## src/design/jpeg_segment_extractor_defines.svh

```systemverilog
// Assertion helpers shared by the design files
`ifndef JPEG_SEGMENT_EXTRACTOR_DEFINES_SVH
`define JPEG_SEGMENT_EXTRACTOR_DEFINES_SVH

// same-cycle implication, disabled while reset is high
`define JSE_ASSERT_IMPL(label, ante, cons) \
   label: assert property (@(posedge clock) disable iff (reset) (ante) |-> (cons)) \
      else $error("jse assertion failed");

// next-cycle implication, disabled while reset is high
`define JSE_ASSERT_NEXT(label, ante, cons) \
   label: assert property (@(posedge clock) disable iff (reset) (ante) |=> (cons)) \
      else $error("jse assertion failed");

`endif

```

## src/design/jse_pkg.sv

```systemverilog
package jse_pkg;

   localparam int FILL_LIMIT = 16;
   localparam int RQ_DEPTH   = 4;
   localparam int RQ_PTR_W   = 2;
   localparam int RQ_CNT_W   = 3;

   localparam logic [7:0]  MK_FILL      = 8'hFF;
   localparam logic [7:0]  MK_SOI       = 8'hD8;
   localparam logic [7:0]  MK_EOI       = 8'hD9;
   localparam logic [7:0]  MK_SOS       = 8'hDA;
   localparam logic [7:0]  TARGET_RESET = 8'hE2;
   localparam logic [23:0] TOTAL_MAX    = 24'hFFFFFF;
   localparam logic [2:0]  SHORT_FRAME  = 3'd4;

   typedef enum logic [2:0] {
      PH_SOI_FIRST,
      PH_SOI_SECOND,
      PH_MARKER,
      PH_LEN_HIGH,
      PH_LEN_LOW,
      PH_PAYLOAD,
      PH_DONE,
      PH_ERROR
   } jse_phase_type;

   typedef enum logic [2:0] {
      ST_OK,
      ST_SHORT,
      ST_NOT_JPEG,
      ST_FILL,
      ST_LENGTH,
      ST_PREMATURE,
      ST_NONE
   } jse_status_type;

   typedef enum logic {
      KIND_PAYLOAD,
      KIND_STATUS
   } jse_kind_type;

   typedef struct packed {
      jse_kind_type   kind;
      logic [7:0]     payload_byte;
      jse_status_type status;
      logic [23:0]    extracted_bytes;
      logic           last;
   } jse_result_type;

   typedef struct packed {
      logic [1:0]     count;
      jse_result_type first;
      jse_result_type second;
   } jse_push_type;

endpackage

```

## src/design/jse_fifo.sv

```systemverilog
`include "jpeg_segment_extractor_defines.svh"

module jse_fifo (
   input  logic                    clock,
   input  logic                    reset,
   input  jse_pkg::jse_push_type   push,
   output logic                    room,
   output logic                    out_valid,
   input  logic                    out_ready,
   output jse_pkg::jse_result_type out_result
);
   import jse_pkg::*;

   jse_result_type        mem [RQ_DEPTH];
   logic [RQ_PTR_W-1:0]   wr_ptr_ff, wr_ptr_in;
   logic [RQ_PTR_W-1:0]   rd_ptr_ff, rd_ptr_in;
   logic [RQ_CNT_W-1:0]   count_ff, count_in;
   logic                  pop;

   assign out_valid  = (count_ff != '0);
   assign pop        = out_valid && out_ready;
   assign room       = (count_ff <= RQ_CNT_W'(RQ_DEPTH - 2));
   assign out_result = mem[rd_ptr_ff];

   assign wr_ptr_in = wr_ptr_ff + RQ_PTR_W'(push.count);
   assign rd_ptr_in = rd_ptr_ff + RQ_PTR_W'(pop);
   assign count_in  = count_ff + RQ_CNT_W'(push.count) - RQ_CNT_W'(pop);

   always_ff @(posedge clock) begin
      if (reset) begin
         wr_ptr_ff <= '0;
         rd_ptr_ff <= '0;
         count_ff  <= '0;
      end else begin
         wr_ptr_ff <= wr_ptr_in;
         rd_ptr_ff <= rd_ptr_in;
         count_ff  <= count_in;
      end
   end

   always_ff @(posedge clock) begin
      if (push.count != 2'd0) begin
         mem[wr_ptr_ff] <= push.first;
      end
      if (push.count == 2'd2) begin
         mem[wr_ptr_ff + RQ_PTR_W'(1)] <= push.second;
      end
   end

   `JSE_ASSERT_IMPL(a_no_overflow, push.count != 2'd0,
      (4'(count_ff) + 4'(push.count)) <= 4'(RQ_DEPTH))
   `JSE_ASSERT_IMPL(a_ptr_match, 1'b1, (wr_ptr_ff - rd_ptr_ff) == count_ff[RQ_PTR_W-1:0])
   `JSE_ASSERT_NEXT(a_pop_drains, pop && push.count == 2'd0,
      count_ff == $past(count_ff) - RQ_CNT_W'(1))

endmodule

```

## src/design/jpeg_segment_extractor.sv

```systemverilog
// A result is taken at rsp from the head of the result queue.
// Throughput: one byte per cycle while req_tready is high; a final byte that is
// also a payload byte yields two results, drained one per cycle through a
// 4-entry result queue while rsp_tready is high. req_tready drops while the
// queue holds more than two results. Reset (synchronous, active high) clears
// frame state and the queue and loads target_marker with 0xE2.
`include "jpeg_segment_extractor_defines.svh"

module jpeg_segment_extractor (
   input  logic        clock,
   input  logic        reset,
   input  logic        req_tvalid,
   output logic        req_tready,
   input  logic [7:0]  req_tdata,   // data_byte
   input  logic        req_tlast,   // frame_end
   output logic        rsp_tvalid,
   input  logic        rsp_tready,
   output logic [39:0] rsp_tdata,   // payload_byte[7:0], status[10:8], extracted_bytes[34:11]
   output logic        rsp_tuser,   // kind
   output logic        rsp_tlast,   // last
   input  logic        csr_we,
   input  logic [7:0]  csr_wdata    // target_marker
);
   import jse_pkg::*;

   jse_phase_type  phase_ff, phase_in;
   logic [4:0]     fill_ff, fill_in;
   logic [7:0]     len_high_ff, len_high_in;
   logic [15:0]    remain_ff, remain_in;
   logic           sel_ff, sel_in;
   logic [2:0]     fbc_ff, fbc_in;
   logic [23:0]    total_ff, total_in;
   jse_status_type err_ff, err_in;
   logic [7:0]     target_ff;

   logic [2:0]     fbc_upd;
   logic [23:0]    total_upd;
   jse_status_type err_upd;
   logic [15:0]    len_word;
   logic [15:0]    remain_dec;
   logic           fire;
   logic           emit_payload;
   logic           room;
   jse_push_type   push;
   jse_result_type head;
   jse_status_type frame_status;

   assign req_tready   = room;
   assign fire         = req_tvalid && req_tready;
   assign emit_payload = fire && (phase_ff == PH_PAYLOAD) && sel_ff;
   assign len_word     = {len_high_ff, req_tdata};
   assign remain_dec   = (remain_ff != '0) ? remain_ff - 16'd1 : remain_ff;

   always_ff @(posedge clock) begin
      if (reset) begin
         target_ff <= TARGET_RESET;
      end else if (csr_we) begin
         target_ff <= csr_wdata;
      end
   end

   always_ff @(posedge clock) begin
      if (reset) begin
         phase_ff    <= PH_SOI_FIRST;
         fill_ff     <= '0;
         len_high_ff <= '0;
         remain_ff   <= '0;
         sel_ff      <= 1'b0;
         fbc_ff      <= '0;
         total_ff    <= '0;
         err_ff      <= ST_OK;
      end else begin
         phase_ff    <= phase_in;
         fill_ff     <= fill_in;
         len_high_ff <= len_high_in;
         remain_ff   <= remain_in;
         sel_ff      <= sel_in;
         fbc_ff      <= fbc_in;
         total_ff    <= total_in;
         err_ff      <= err_in;
      end
   end

   // next state
   always_comb begin
      phase_in    = phase_ff;
      fill_in     = fill_ff;
      len_high_in = len_high_ff;
      remain_in   = remain_ff;
      sel_in      = sel_ff;
      err_upd     = err_ff;
      total_upd   = total_ff;
      fbc_upd     = (fbc_ff < SHORT_FRAME) ? fbc_ff + 3'd1 : fbc_ff;

      unique case (phase_ff)
         PH_SOI_FIRST: begin
            if (req_tdata != MK_FILL) begin
               err_upd  = ST_NOT_JPEG;
               phase_in = PH_ERROR;
            end else begin
               phase_in = PH_SOI_SECOND;
            end
         end
         PH_SOI_SECOND: begin
            if (req_tdata != MK_SOI) begin
               err_upd  = ST_NOT_JPEG;
               phase_in = PH_ERROR;
            end else begin
               phase_in = PH_MARKER;
            end
         end
         PH_MARKER: begin
            if (!req_tlast) begin
               if (req_tdata == MK_FILL) begin
                  if (fill_ff >= 5'(FILL_LIMIT)) begin
                     err_upd  = ST_FILL;
                     phase_in = PH_ERROR;
                  end else begin
                     fill_in = fill_ff + 5'd1;
                  end
               end else if (req_tdata == MK_EOI || req_tdata == MK_SOS) begin
                  phase_in = PH_DONE;
               end else begin
                  sel_in   = (req_tdata == target_ff);
                  fill_in  = '0;
                  phase_in = PH_LEN_HIGH;
               end
            end
         end
         PH_LEN_HIGH: begin
            if (!req_tlast) begin
               len_high_in = req_tdata;
               phase_in    = PH_LEN_LOW;
            end
         end
         PH_LEN_LOW: begin
            if (len_word < 16'd2) begin
               err_upd  = ST_LENGTH;
               phase_in = PH_ERROR;
            end else if (len_word == 16'd2) begin
               phase_in = PH_MARKER;
            end else begin
               remain_in = len_word - 16'd2;
               if (req_tlast) begin
                  err_upd  = ST_PREMATURE;
                  phase_in = PH_ERROR;
               end else begin
                  phase_in = PH_PAYLOAD;
               end
            end
         end
         PH_PAYLOAD: begin
            if (sel_ff && total_ff != TOTAL_MAX) begin
               total_upd = total_ff + 24'd1;
            end
            remain_in = remain_dec;
            if (remain_dec == '0) begin
               phase_in = PH_MARKER;
            end else if (req_tlast) begin
               err_upd  = ST_PREMATURE;
               phase_in = PH_ERROR;
            end
         end
         PH_DONE: begin
         end
         PH_ERROR: begin
         end
      endcase

      fbc_in   = fbc_upd;
      total_in = total_upd;
      err_in   = err_upd;

      if (!fire) begin
         phase_in    = phase_ff;
         fill_in     = fill_ff;
         len_high_in = len_high_ff;
         remain_in   = remain_ff;
         sel_in      = sel_ff;
         fbc_in      = fbc_ff;
         total_in    = total_ff;
         err_in      = err_ff;
      end else if (req_tlast) begin
         phase_in    = PH_SOI_FIRST;
         fill_in     = '0;
         len_high_in = '0;
         remain_in   = '0;
         sel_in      = 1'b0;
         fbc_in      = '0;
         total_in    = '0;
         err_in      = ST_OK;
      end
   end

   // outputs
   always_comb begin
      jse_result_type pay_res;
      jse_result_type st_res;

      if (fbc_upd < SHORT_FRAME) begin
         frame_status = ST_SHORT;
      end else if (err_upd != ST_OK) begin
         frame_status = err_upd;
      end else if (total_upd == '0) begin
         frame_status = ST_NONE;
      end else begin
         frame_status = ST_OK;
      end

      pay_res.kind            = KIND_PAYLOAD;
      pay_res.payload_byte    = req_tdata;
      pay_res.status          = ST_OK;
      pay_res.extracted_bytes = '0;
      pay_res.last            = 1'b0;

      st_res.kind             = KIND_STATUS;
      st_res.payload_byte     = '0;
      st_res.status           = frame_status;
      st_res.extracted_bytes  = total_upd;
      st_res.last             = 1'b1;

      push.first  = emit_payload ? pay_res : st_res;
      push.second = st_res;
      push.count  = 2'(emit_payload) + 2'(fire && req_tlast);
   end

   jse_fifo u_fifo (
      .clock      (clock),
      .reset      (reset),
      .push       (push),
      .room       (room),
      .out_valid  (rsp_tvalid),
      .out_ready  (rsp_tready),
      .out_result (head)
   );

   assign rsp_tdata = {5'b0, head.extracted_bytes, head.status, head.payload_byte};
   assign rsp_tuser = head.kind;
   assign rsp_tlast = head.last;

   `JSE_ASSERT_NEXT(a_frame_clears, fire && req_tlast,
      phase_ff == PH_SOI_FIRST && total_ff == '0 && err_ff == ST_OK)
   `JSE_ASSERT_IMPL(a_error_quiet, fire && phase_ff == PH_ERROR,
      push.count == (req_tlast ? 2'd1 : 2'd0))
   `JSE_ASSERT_IMPL(a_error_phase, err_ff != ST_OK, phase_ff == PH_ERROR)

endmodule
```

## config.mk

```make
export PLATFORM = sky130hd
export DESIGN_NAME = jpeg_segment_extractor
export DESIGN_NICKNAME = d
export VERILOG_FILES = /design/src/design/jse_pkg.sv /design/src/design/jse_fifo.sv /design/src/design/jpeg_segment_extractor.sv
export VERILOG_INCLUDE_DIRS = /design/src /design/src/design
export SDC_FILE = /design/constraint.sdc
export NUM_CORES = 1
export LEC_CHECK = 0
export ABC_CLOCK_PERIOD_IN_PS = 9330
export BUFFER_PORTS_ARGS = -buffer_cell sky130_fd_sc_hd__buf_2
export CAP_MARGIN = 20
export CELL_PAD_IN_SITES_DETAIL_PLACEMENT = 0
export CELL_PAD_IN_SITES_GLOBAL_PLACEMENT = 2
export CORE_ASPECT_RATIO = 1.5
export CORE_MARGIN = 2
export CORE_UTILIZATION = 45
export CTS_BUF_LIST = sky130_fd_sc_hd__clkbuf_4
export DETAILED_ROUTE_END_ITERATION = 6
export GPL_ROUTABILITY_DRIVEN = 0
export PLACE_DENSITY = 0.95
export SYNTH_ARGS = -nofsm -noshare
export SYNTH_HDL_FRONTEND = slang
export SYNTH_SLANG_ARGS = --single-unit
```

## constraint.sdc

```tcl
create_clock -name clock -period 9.33 [get_ports clock]
set_clock_uncertainty 0.1 [all_clocks]
set_input_delay 0.933 -clock clock [delete_from_list [all_inputs] [get_ports clock]]
set_output_delay 0.933 -clock clock [all_outputs]
set_load 0.03 [all_outputs]
```

# Yosys cells after proc, flatten, opt, wreduce, memory -nomap -nowiden
# Memories as Yosys holds them, arrays and structs flattened. A register that Yosys moved wholly into a read port is not among the register bits.
# Index checks and enable logic that the tools add are counted.
[word_totals]
mem_count = 1
regBits = 78
wordCells = 125
mem_bits_rw = 148
input_bits = 22
output_inout_bits = 44
[memory_table]
columns = ["memory", "depth", "word_bits", "read_ports", "rd_ports_with_merged_regs", "wr", "line_no", "rtl"]
rows = [
  ["u_fifo.mem", 4, 37, 1, 1, 2, "jse_fifo.sv:14", "jse_result_type mem [RQ_DEPTH];"],
]
[classes]
eq_ne = 22
reduce_logical = 23
addsub = 11
muxes = 51
order_cmp = 5
[op_table]
columns = ["op", "count"]
rows = [
  ["2-to-1 mux 24 bit", 3],
  ["2-to-1 mux 3 bit", 24],
  ["2-to-1 mux 16 bit", 4],
  ["2-to-1 mux 37 bit", 1],
  ["one-hot mux 16 bit (2 select lines)", 1],
  ["2-to-1 mux 5 bit", 5],
  ["adder 24 x 1 -> 24 bit, second input constant", 1],
  ["== test 8 bit, second input constant", 3],
  ["logical NOT 24 bit", 1],
  ["!= test 24 bit, second input constant", 1],
  ["one-hot mux 3 bit (6 select lines)", 1],
  ["== test 16 x 2 -> 1 bit, second input constant", 1],
  ["logical NOT 16 bit", 1],
  ["< comparator 16 x 2 -> 1 bit, second input constant", 1],
  ["2-to-1 mux 8 bit", 2],
  ["!= test 8 bit, second input constant", 2],
  ["AND reduction 4 bit", 4],
  ["nonzero test 16 bit", 1],
  ["subtractor 16 x 1 -> 16 bit, second input constant", 1],
  ["subtractor 16 x 2 -> 16 bit, second input constant", 1],
  ["one-hot mux 3 bit (5 select lines)", 1],
  ["!= test 3 bit, second input constant", 4],
  ["nonzero test 3 bit", 3],
  ["== test 8 bit", 1],
  ["other kinds (26)", 44],
]

# Depth between registers and ports, before layout
# Gate-level depths: netlist (run 1).
[depth]
ltp_word = 9
ltp_mapped = 14
depth_no_buf = 11

# Modules after synthesis
# Synthesis (run 1) repeated with hierarchy kept, for this count alone.
[hier_totals]
cells_unflattened = 1145
area_unflattened_um2 = 13021.2
[by_module_without_submodules]
columns = ["module", "cells_each", "n_inst", "seq_area_each_um2", "area_per_inst_um2"]
rows = [
  ["jse_fifo", 402, 1, 4584.4, 7592.3],
  ["jpeg_segment_extractor", 743, 1, 1421.4, 5429.0],
]

# Worst setup path after synthesis (run 1)
# No wires, ideal clock.
[synth_path]
path_type = "input to register"
startpoint = "input req_tlast"
endpoint = "memory u_fifo.mem[2][11] (netlist bit) (data pin)"
path_buffers = 3
t_arrival_ns = 3.480
path_slack_ns = 5.481
path_stages = 12
required_time_ns = 8.961
setup_time_ns = 0.269
path_cell_list = "clkbuf_1 > clkbuf_1 > nand2_1 > inv_1 > ha_1 > clkinv_1 > nor2_1 > a21oi_1 > inv_1 > o21ai_1 > clkbuf_1 > nor2_1"
[synth_lines]
columns = ["element", "line_no", "rtl"]
rows = [
  ["start: declaration", "jpeg_segment_extractor.sv:15", "input logic req_tlast,"],
  ["end: declaration", "jse_fifo.sv:14", ""],
]

==> run_results.csv, run 1 <==
group,metric,value,unit
routing,final_antenna_net_count,0,
clock_network,cts-root-buf,"clkbuf_4",
clock_network,post-cts-setup-buffers,0,
finish,n_fill_cell,2369,
critical_path,startpoint,"phase_ff[1]$_SDFFE_PP0P_",
critical_path,path_class,"register to register",
routing,drtPass1Iterations,5,
clock_network,h-tree-depth,2,
critical_path,slowest_stage,"dfxtp_1",
global_routing,grt_use_met3,3.20,%
finish,num-nets-final,1236,
logic_synthesis,yosysWarnings,0,
die,initial_core_util,45.6,%
finish,drive_gt1_share,18.9,%
timing,post-route-min-period,4.02,ns
global_routing,grt_max_degree,42,
critical_path,cpMostUsedCell,"nor2_1",
die,die_y,199,µm
logic_synthesis,synthCells,1140,
clock_network,cts_tree,"done",
power,p_per_area,200,nW/µm²
routing,wl_per_cell,19.8,µm
global_routing,gr-usage-met1,24.7,%
die,core_area,25100,µm²
timing,slew-limit-headroom,28.2,%
critical_path,cp-endpoint,"u_fifo.mem[2][14]$_DFFE_PP_",
logic_synthesis,synth_edf_count,108,
critical_path,cp.arrival,4.31,ns
global_routing,grt_pass1_vias,9025,
logic_synthesis,synthDistinctLibCells,87,
critical_path,crit_required,9.62,ns
clock_network,clk_latency,0.72,ns
finish,synthToLayoutAreaGrowth,11.3,%
clock_network,clkSinkCount,222,
critical_path,cp-start-kind,"register",
timing,setup_viol,0,
timing,finalHoldViolCount,0,
run_status,status,"finished, final reports clean",
critical_path,critical-path-top-delay-family,"buffers and inverters",
die,dieWidth,134,µm
logic_synthesis,synth-seq-cells,222,
clock_network,cts_buffers,53,
critical_path,critPathMaxStageDelay,0.75,ns
global_routing,top_usage_layer,"met2",
global_routing,track_usage,23.7,%
critical_path,path_depth,11,
timing,fin_tns_setup,0,ns
timing,max_freq,0.249,GHz
routing,vias,9032,
logic_synthesis,async_reset_ff_share,0,%
hold_path,hp-class,"register to register",
power,leakage,0.00457,µW
global_routing,grt_pass1_wl,48.9,mm
routing,wl,31.1,mm
logic_synthesis,seq_area_frac_synth,48.3,%
clock_network,cts_hold_buffers,0,
routing,drc,0,
routing,drt_iter0_markers,592,
timing,final.setup.worst_slack,5.31,ns
critical_path,r2r_start,"phase_ff[1]$_SDFFE_PP0P_",
die,fp-row-count,71,
critical_path,r2r.worst_path.cells,11,
timing,finalMaxSlewViolations,0,
die,ios,66,
routing,vias_per_cell,5.75,
critical_path,path_buf_inv,4,
place,post-place-ws,4.69,ns
critical_path,end_kind,"register",
timing,tightest_slew,1.07,ns
place,io_buffer_count,60,
timing,grt_setup_unrepaired,"false",
global_routing,grt_use_met2,45.4,%
critical_path,r2r_slack,5.31,ns
global_routing,gr-total-overflow,0,
critical_path,cp_max_fo,23,
clock_network,clk_path_buf_depth,3,
clock_network,clk_pin_slew_worst_paths,0.07,ns
logic_synthesis,syn_area,11400,µm²
die,die_area,26700,µm²
critical_path,worst_r2r_endpoint,"u_fifo.mem[2][14]$_DFFE_PP_",
critical_path,crit_chain,"nand4b_1, nor2_1, inv_2, ha_1, nor2_1, a21oi_1, inv_1, buf_16, o21ai_2, buf_8, nor2_1",
timing,timing.final.crit_share,43.1,%
logic_synthesis,synth_ff_type,"dfxtp_1",
power,irDropWorstVdd,0.000107,V
global_routing,antenna_found_initial,1,
logic_synthesis,syn_avg_cell_area,10.0,µm²
place,hpwlAfterDp,21.7,mm
run,cap_violations,0,
clock_network,cts-resized-gates,0,
-- area by class of cell --
| cell class | instances | area, µm² | area share (%) |
|---|---|---|---|
| flip-flops and latches | 222 | 5530 | 43.4 |
| multi-input cells | 817 | 5490 | 43.2 |
| clock inverters | 18 | 110 | 0.865 |
| clock buffers | 78 | 586 | 4.60 |
| inverters | 25 | 93.8 | 0.737 |
| repair buffers | 81 | 505 | 3.97 |
| well taps | 328 | 410 | 3.22 |
| diodes | 1 | 2.50 | 0.0197 |
-- flip-flops by register name, indices dropped and copies added (netlist names) --
signal / cells
sel_ff: 1
err_ff: 3
phase_ff: 3
u_fifo.mem: 144
target_ff: 8
fill_ff: 5
len_high_ff: 8
remain_ff: 16
u_fifo.rd_ptr_ff: 2
u_fifo.count_ff: 3
total_ff: 24
u_fifo.wr_ptr_ff: 2
fbc_ff: 3
-- layer usage --
| metal | share of wire, % | up-vias | wire length (µm) |
|---|---|---|---|
| met2 | 55 | 220 | 17100 |
| met5 | 0 | - | 0 |
| li1 | - | 4338 | - |
| met1 | 37 | 4398 | 11600 |
| met4 | 4.6 | 0 | 1440 |
| met3 | 3.3 | 76 | 1040 |
-- stage by stage --
stage / util (%) / power (µW) / instances / area [µm²] / hold slack (ns)
6_report: 50.8 / 2550 / 1570 / 12700 / 0.348
5_1_grt: 50.8 / 2680 / 1570 / 12700 / 0.321
4_1_cts: 50.6 / 2580 / 1566 / 12700 / 0.311
3_5_place_dp: 47.8 / 1770 / 1470 / 12000 / 0.336
3_3_place_gp: 47.7 / 1770 / 1469 / 12000 / 0.327
2_1_floorplan: - / 1590 / 1144 / 11500 / 0.319
-- power breakdown --
| part | internal, µW | total (µW) | switching, µW |
|---|---|---|---|
| sequential | 1070 | 1110 | 36.1 |
| combinational | 227 | 637 | 410 |
| clock | 414 | 802 | 388 |
-- worst min-delay path: stages, from the launching register on --
cell and delay, ns:
dfxtp_1 0.32, nand2_1 0.05, nand2_1 0.04
-- Yosys cell counts, types with 7 or more instances --
cell type	count	area, µm²
a211oi_1	7	52.6
a21oi_1	60	300
a22o_1	32	280
a22oi_1	16	120
a32oi_1	7	61.3
and2_1	8	50.1
and3_1	13	81.3
buf_2	11	55.1
buf_4	9	67.6
clkbuf_1	58	218
dfxtp_1	114	2280
edfxtp_1	108	3240
ha_1	13	163
inv_1	22	82.6
mux2i_1	14	140
mux4_2	36	811
nand2_1	75	282
nand2b_1	9	56.3
nand3_1	23	115
nand4_1	13	81.3
nor2_1	221	830
nor3_1	35	175
nor4_1	16	100
o211ai_1	7	52.6
o21ai_0	40	200
or3_1	9	56.3
xnor2_1	31	272
xor2_1	23	201
-- worst min-delay path by stage --
stage	slack [ns]	start	to	depth (start not counted)
2_1_floorplan	0.32	u_fifo.mem[0][0]$_SDFFE_PP1P_	u_fifo.mem[0][0]$_SDFFE_PP1P_	2
3_3_place_gp	0.33	u_fifo.mem[0][0]$_SDFFE_PP1P_	u_fifo.mem[0][0]$_SDFFE_PP1P_	2
6_report	0.35	u_fifo.mem[0][0]$_SDFFE_PP1P_	u_fifo.mem[0][0]$_SDFFE_PP1P_	2
3_5_place_dp	0.34	u_fifo.mem[0][0]$_SDFFE_PP1P_	u_fifo.mem[0][0]$_SDFFE_PP1P_	2
4_1_cts	0.31	csr_wdata[7]	target_ff[7]$_SDFFE_PP1P_	3
5_1_grt	0.32	csr_wdata[1]	target_ff[1]$_SDFFE_PP1P_	3
-- layout by cell type, fill, tap and decap left out, types with 5 or more instances in the layout --
master	n
a211oi_1	7
a21oi_1	60
a22o_1	32
a22oi_1	16
a31oi_1	6
a32oi_1	7
and2_1	8
and3_1	13
and4_1	6
buf_2	60
buf_4	17
clkbuf_4	79
clkinv_1	14
conb_1	5
dfxtp_1	112
edfxtp_1	108
ha_1	13
inv_1	22
mux2i_1	14
mux4_2	36
nand2_1	75
nand2b_1	9
nand3_1	23
nand4_1	13
nor2_1	221
nor3_1	35
nor4_1	16
o211ai_1	7
o21a_1	5
o21ai_0	40
o21ai_2	5
or3_1	9
xnor2_1	31
xor2_1	23
-- cell families after synthesis --
kind of cell               after synthesis  share of synthesized area (%)
and+or+nand+nor                        463                           19.6
AOI/OAI and AO/OA                      230                           13.9
DFF                                    222                           48.3
buffers and inverters                  105                           3.93
xor gates and xnor gates                55                           4.28
muxes                                   50                           8.32
adders and majority gates               14                           1.60
other                                    1                         0.0328
(Power assumes the default switching activity.)
==> run 2, diff against run 1 <==
- ABC_AREA: default -> 1
- ABC_CLOCK_PERIOD_IN_PS: 9330 -> 3770
- CORE_UTILIZATION: 45 -> 38
- PLACE_DENSITY: 0.95 -> 0.92
- clock period: 9.33 -> 3.77 ns (I/O delays scaled with it)
==> run 2 against run 1 <==
- die area is 20% higher
- final cell count up 32%
- first-iteration DRC count decreased by 13%
- clock power grew to 2.6 times the previous value
- critical path type unchanged
- final area grew 5.4%
- hold slack lost 0.27 ns
- synthesized cell count is 34% higher
- non-clock buffer count up 34
- sequential share of layout area decreased by 2.2 points
- setup slack worse by 4.7 ns
==> run_results.csv, run 2 <==
group,metric,value,unit
logic_synthesis,synth.most_common_cell,"nand2_1",
power,p_per_area,550,nW/µm²
logic_synthesis,syn_avg_cell_area,7.65,µm²
critical_path,end_kind,"register",
timing,finalMaxSlewViolations,0,
routing,wl_per_cell,16.4,µm
place,hpwlAfterDp,23.4,mm
clock_network,clk_path_buf_depth,3,
logic_synthesis,synthDistinctLibCells,52,
timing,finalHoldViolCount,0,
timing,grt_setup_unrepaired,"false",
finish,layout_commonest_cell,"nand2_1",
power,irDropWorstVdd,0.000256,V
routing,wl,34.1,mm
global_routing,grt_pass1_vias,10283,
logic_synthesis,seq_area_frac_synth,47.4,%
clock_network,cts_hold_buffers,27,
routing,final_antenna_net_count,0,
finish,largest_reg_flops,144,
timing,post-route-min-period,3.12,ns
logic_synthesis,synthTopCellsByArea,"edfxtp_1, dfxtp_1, nand2_1, nor2_1, inv_1",
global_routing,gr-total-overflow,0,
timing,final.setup.worst_slack,0.649,ns
logic_synthesis,synth.top_cell.area_share,27.8,%
power,total_power,7380,µW
power,leakage,0.00537,µW
timing,tightest_slew,1.02,ns
finish,final_util,44.3,%
logic_synthesis,async_reset_ff_share,0,%
finish,final_cell_mix,"nand2_1, nor2_1, inv_1",
logic_synthesis,synth_edf_count,108,
timing,slew-limit-headroom,31.7,%
die,dieWidth,147,µm
timing,setup_viol,0,
clock_network,cts-root-buf,"clkbuf_4",
logic_synthesis,synth-seq-cells,222,
die,fp-row-count,78,
clock_network,cts_buffers,56,
critical_path,path_class,"register to register",
finish,top_register,"u_fifo.mem",
timing,fin_tns_setup,0,ns
clock_network,cts-resized-gates,0,
place,post-place-ws,0.633,ns
finish,drive_gt1_share,13.9,%
run_status,status,"finished, final reports clean",
critical_path,cp-start-kind,"register",
clock_network,post-cts-setup-buffers,0,
global_routing,track_usage,21.2,%
die,initial_core_util,38.5,%
clock_network,cts_tree,"done",
finish,synthToLayoutAreaGrowth,15.0,%
global_routing,grt_pass1_wl,53.8,mm
clock_network,clkSinkCount,222,
logic_synthesis,yosys-top-cells-count,"nand2_1, nor2_1, inv_1",
run,cap_violations,0,
clock_network,clk_latency,0.74,ns
critical_path,crit_required,4.22,ns
place,dp.cells,1950,
logic_synthesis,yosys.area.top_type,"edfxtp_1",
logic_synthesis,syn_area,11700,µm²
finish,num-nets-final,1671,
routing,vias_per_cell,5.05,
logic_synthesis,synthCells,1525,
die,die_y,219,µm
place,io_buffer_count,60,
finish,largest_registers,"u_fifo.mem: 144 flops, total_ff: 24 flops, remain_ff: 16 flops",
die,core_area,30300,µm²
timing,max_freq,0.320,GHz
global_routing,grt_max_degree,66,
die,ios,66,
finish,stdcell_count,2078,
routing,vias,10496,
logic_synthesis,yosysWarnings,0,
global_routing,antenna_found_initial,1,
hold_path,hp-class,"primary input to register",
critical_path,cp_max_fo,20,
critical_path,cp.arrival,3.57,ns
clock_network,clk_pin_slew_worst_paths,0.08,ns
routing,drc,0,
die,die_area,32100,µm²
routing,drtPass1Iterations,5,
logic_synthesis,synth_ff_type,"dfxtp_1",
clock_network,h-tree-depth,2,
timing,timing.final.crit_share,82.8,%
routing,drt_iter0_markers,517,
## run 2: cell types whose count changed after synthesis, sizes merged, moves of 36 or more
| cell | previous run | this run |
|---|---|---|
| nand2 | 75 | 338 |
| nor2 | 221 | 292 |
| a21oi | 60 | 101 |
| mux4 | 36 | 0 |
| o21ai | 47 | 103 |
| inv | 23 | 160 |
| o22ai | 1 | 67 |
## run 2: path summary, 6_finish.rpt
path	start	to	slack, ns	cells past startpoint
worst min register to register	u_fifo.mem[0][0]$_SDFFE_PP1P_	u_fifo.mem[0][0]$_SDFFE_PP1P_	0.35	2
worst min-delay path	csr_we	target_ff[5]$_SDFFE_PP1P_	0.08	4
worst max register to register	total_ff[0]$_SDFFE_PP0P_	u_fifo.mem[0][26]$_DFFE_PP_	0.65	14
worst max-delay path	total_ff[0]$_SDFFE_PP0P_	u_fifo.mem[0][26]$_DFFE_PP_	0.65	14
## run 2: cell families after synthesis
| group | after synthesis | share of synthesized area, % |
|---|---|---|
| flip-flops | 222 | 47.4 |
| XOR/XNOR | 16 | 1.49 |
| adder cells (fa/ha/maj) | 14 | 1.57 |
| AND/OR/NAND/NOR | 740 | 27.1 |
| buffers and inverters | 231 | 7.97 |
| other | 1 | 0.0322 |
| AO/OA/AOI/OAI | 301 | 14.4 |
## run 2: area by class of cell
class | count | area (µm²)
fillers | 3130 | 16800
flip-flops and latches | 222 | 5530
multi-input cells | 1076 | 5240
repair buffers | 115 | 806
inverters | 164 | 616
clock buffers | 72 | 541
well taps | 400 | 500
clock inverters | 28 | 178
diodes | 1 | 2.50
## run 2: critical path, stage by stage, from the launching register on
cell     delay [ns]
dfxtp_1        0.47
ha_1           0.24
nand2_1        0.10
nor2_1         0.10
nand2_1        0.12
nor2_4         0.15
nand3_2        0.39
nand4_2        0.28
xor2_2         0.35
nand3_1        0.12
nor2_1         0.11
nand2_1        0.09
nand4_2        0.10
nand3_2        0.12
nor2_1         0.13
## run 2: layer usage
layer | vias to the layer above | global-route usage (%) | wire, µm
li1 | 5302 | - | -
met1 | 4876 | 23.8 | 13500
met2 | 230 | 39.4 | 17900
met3 | 88 | 3.36 | 1340
met4 | 0 | 9.52 | 1320
met5 | - | 0 | 0
## run 2: power by group
part / leakage (µW) / switching (µW) / internal, µW
registers: 0.00191 / 109 / 2720
logic: 0.00304 / 1730 / 715
clock network: 0.000423 / 1060 / 1040
total: 0.00537 / 2900 / 4480
## run 2: metrics by stage
stage | hold slack [ns] | area, µm²
floorplan | 0.322 | 11700
global placement | 0.342 | 12400
detailed placement | 0.342 | 12400
CTS | 0.0226 | 13400
global route | 0.0774 | 13400
finish | 0.0794 | 13400
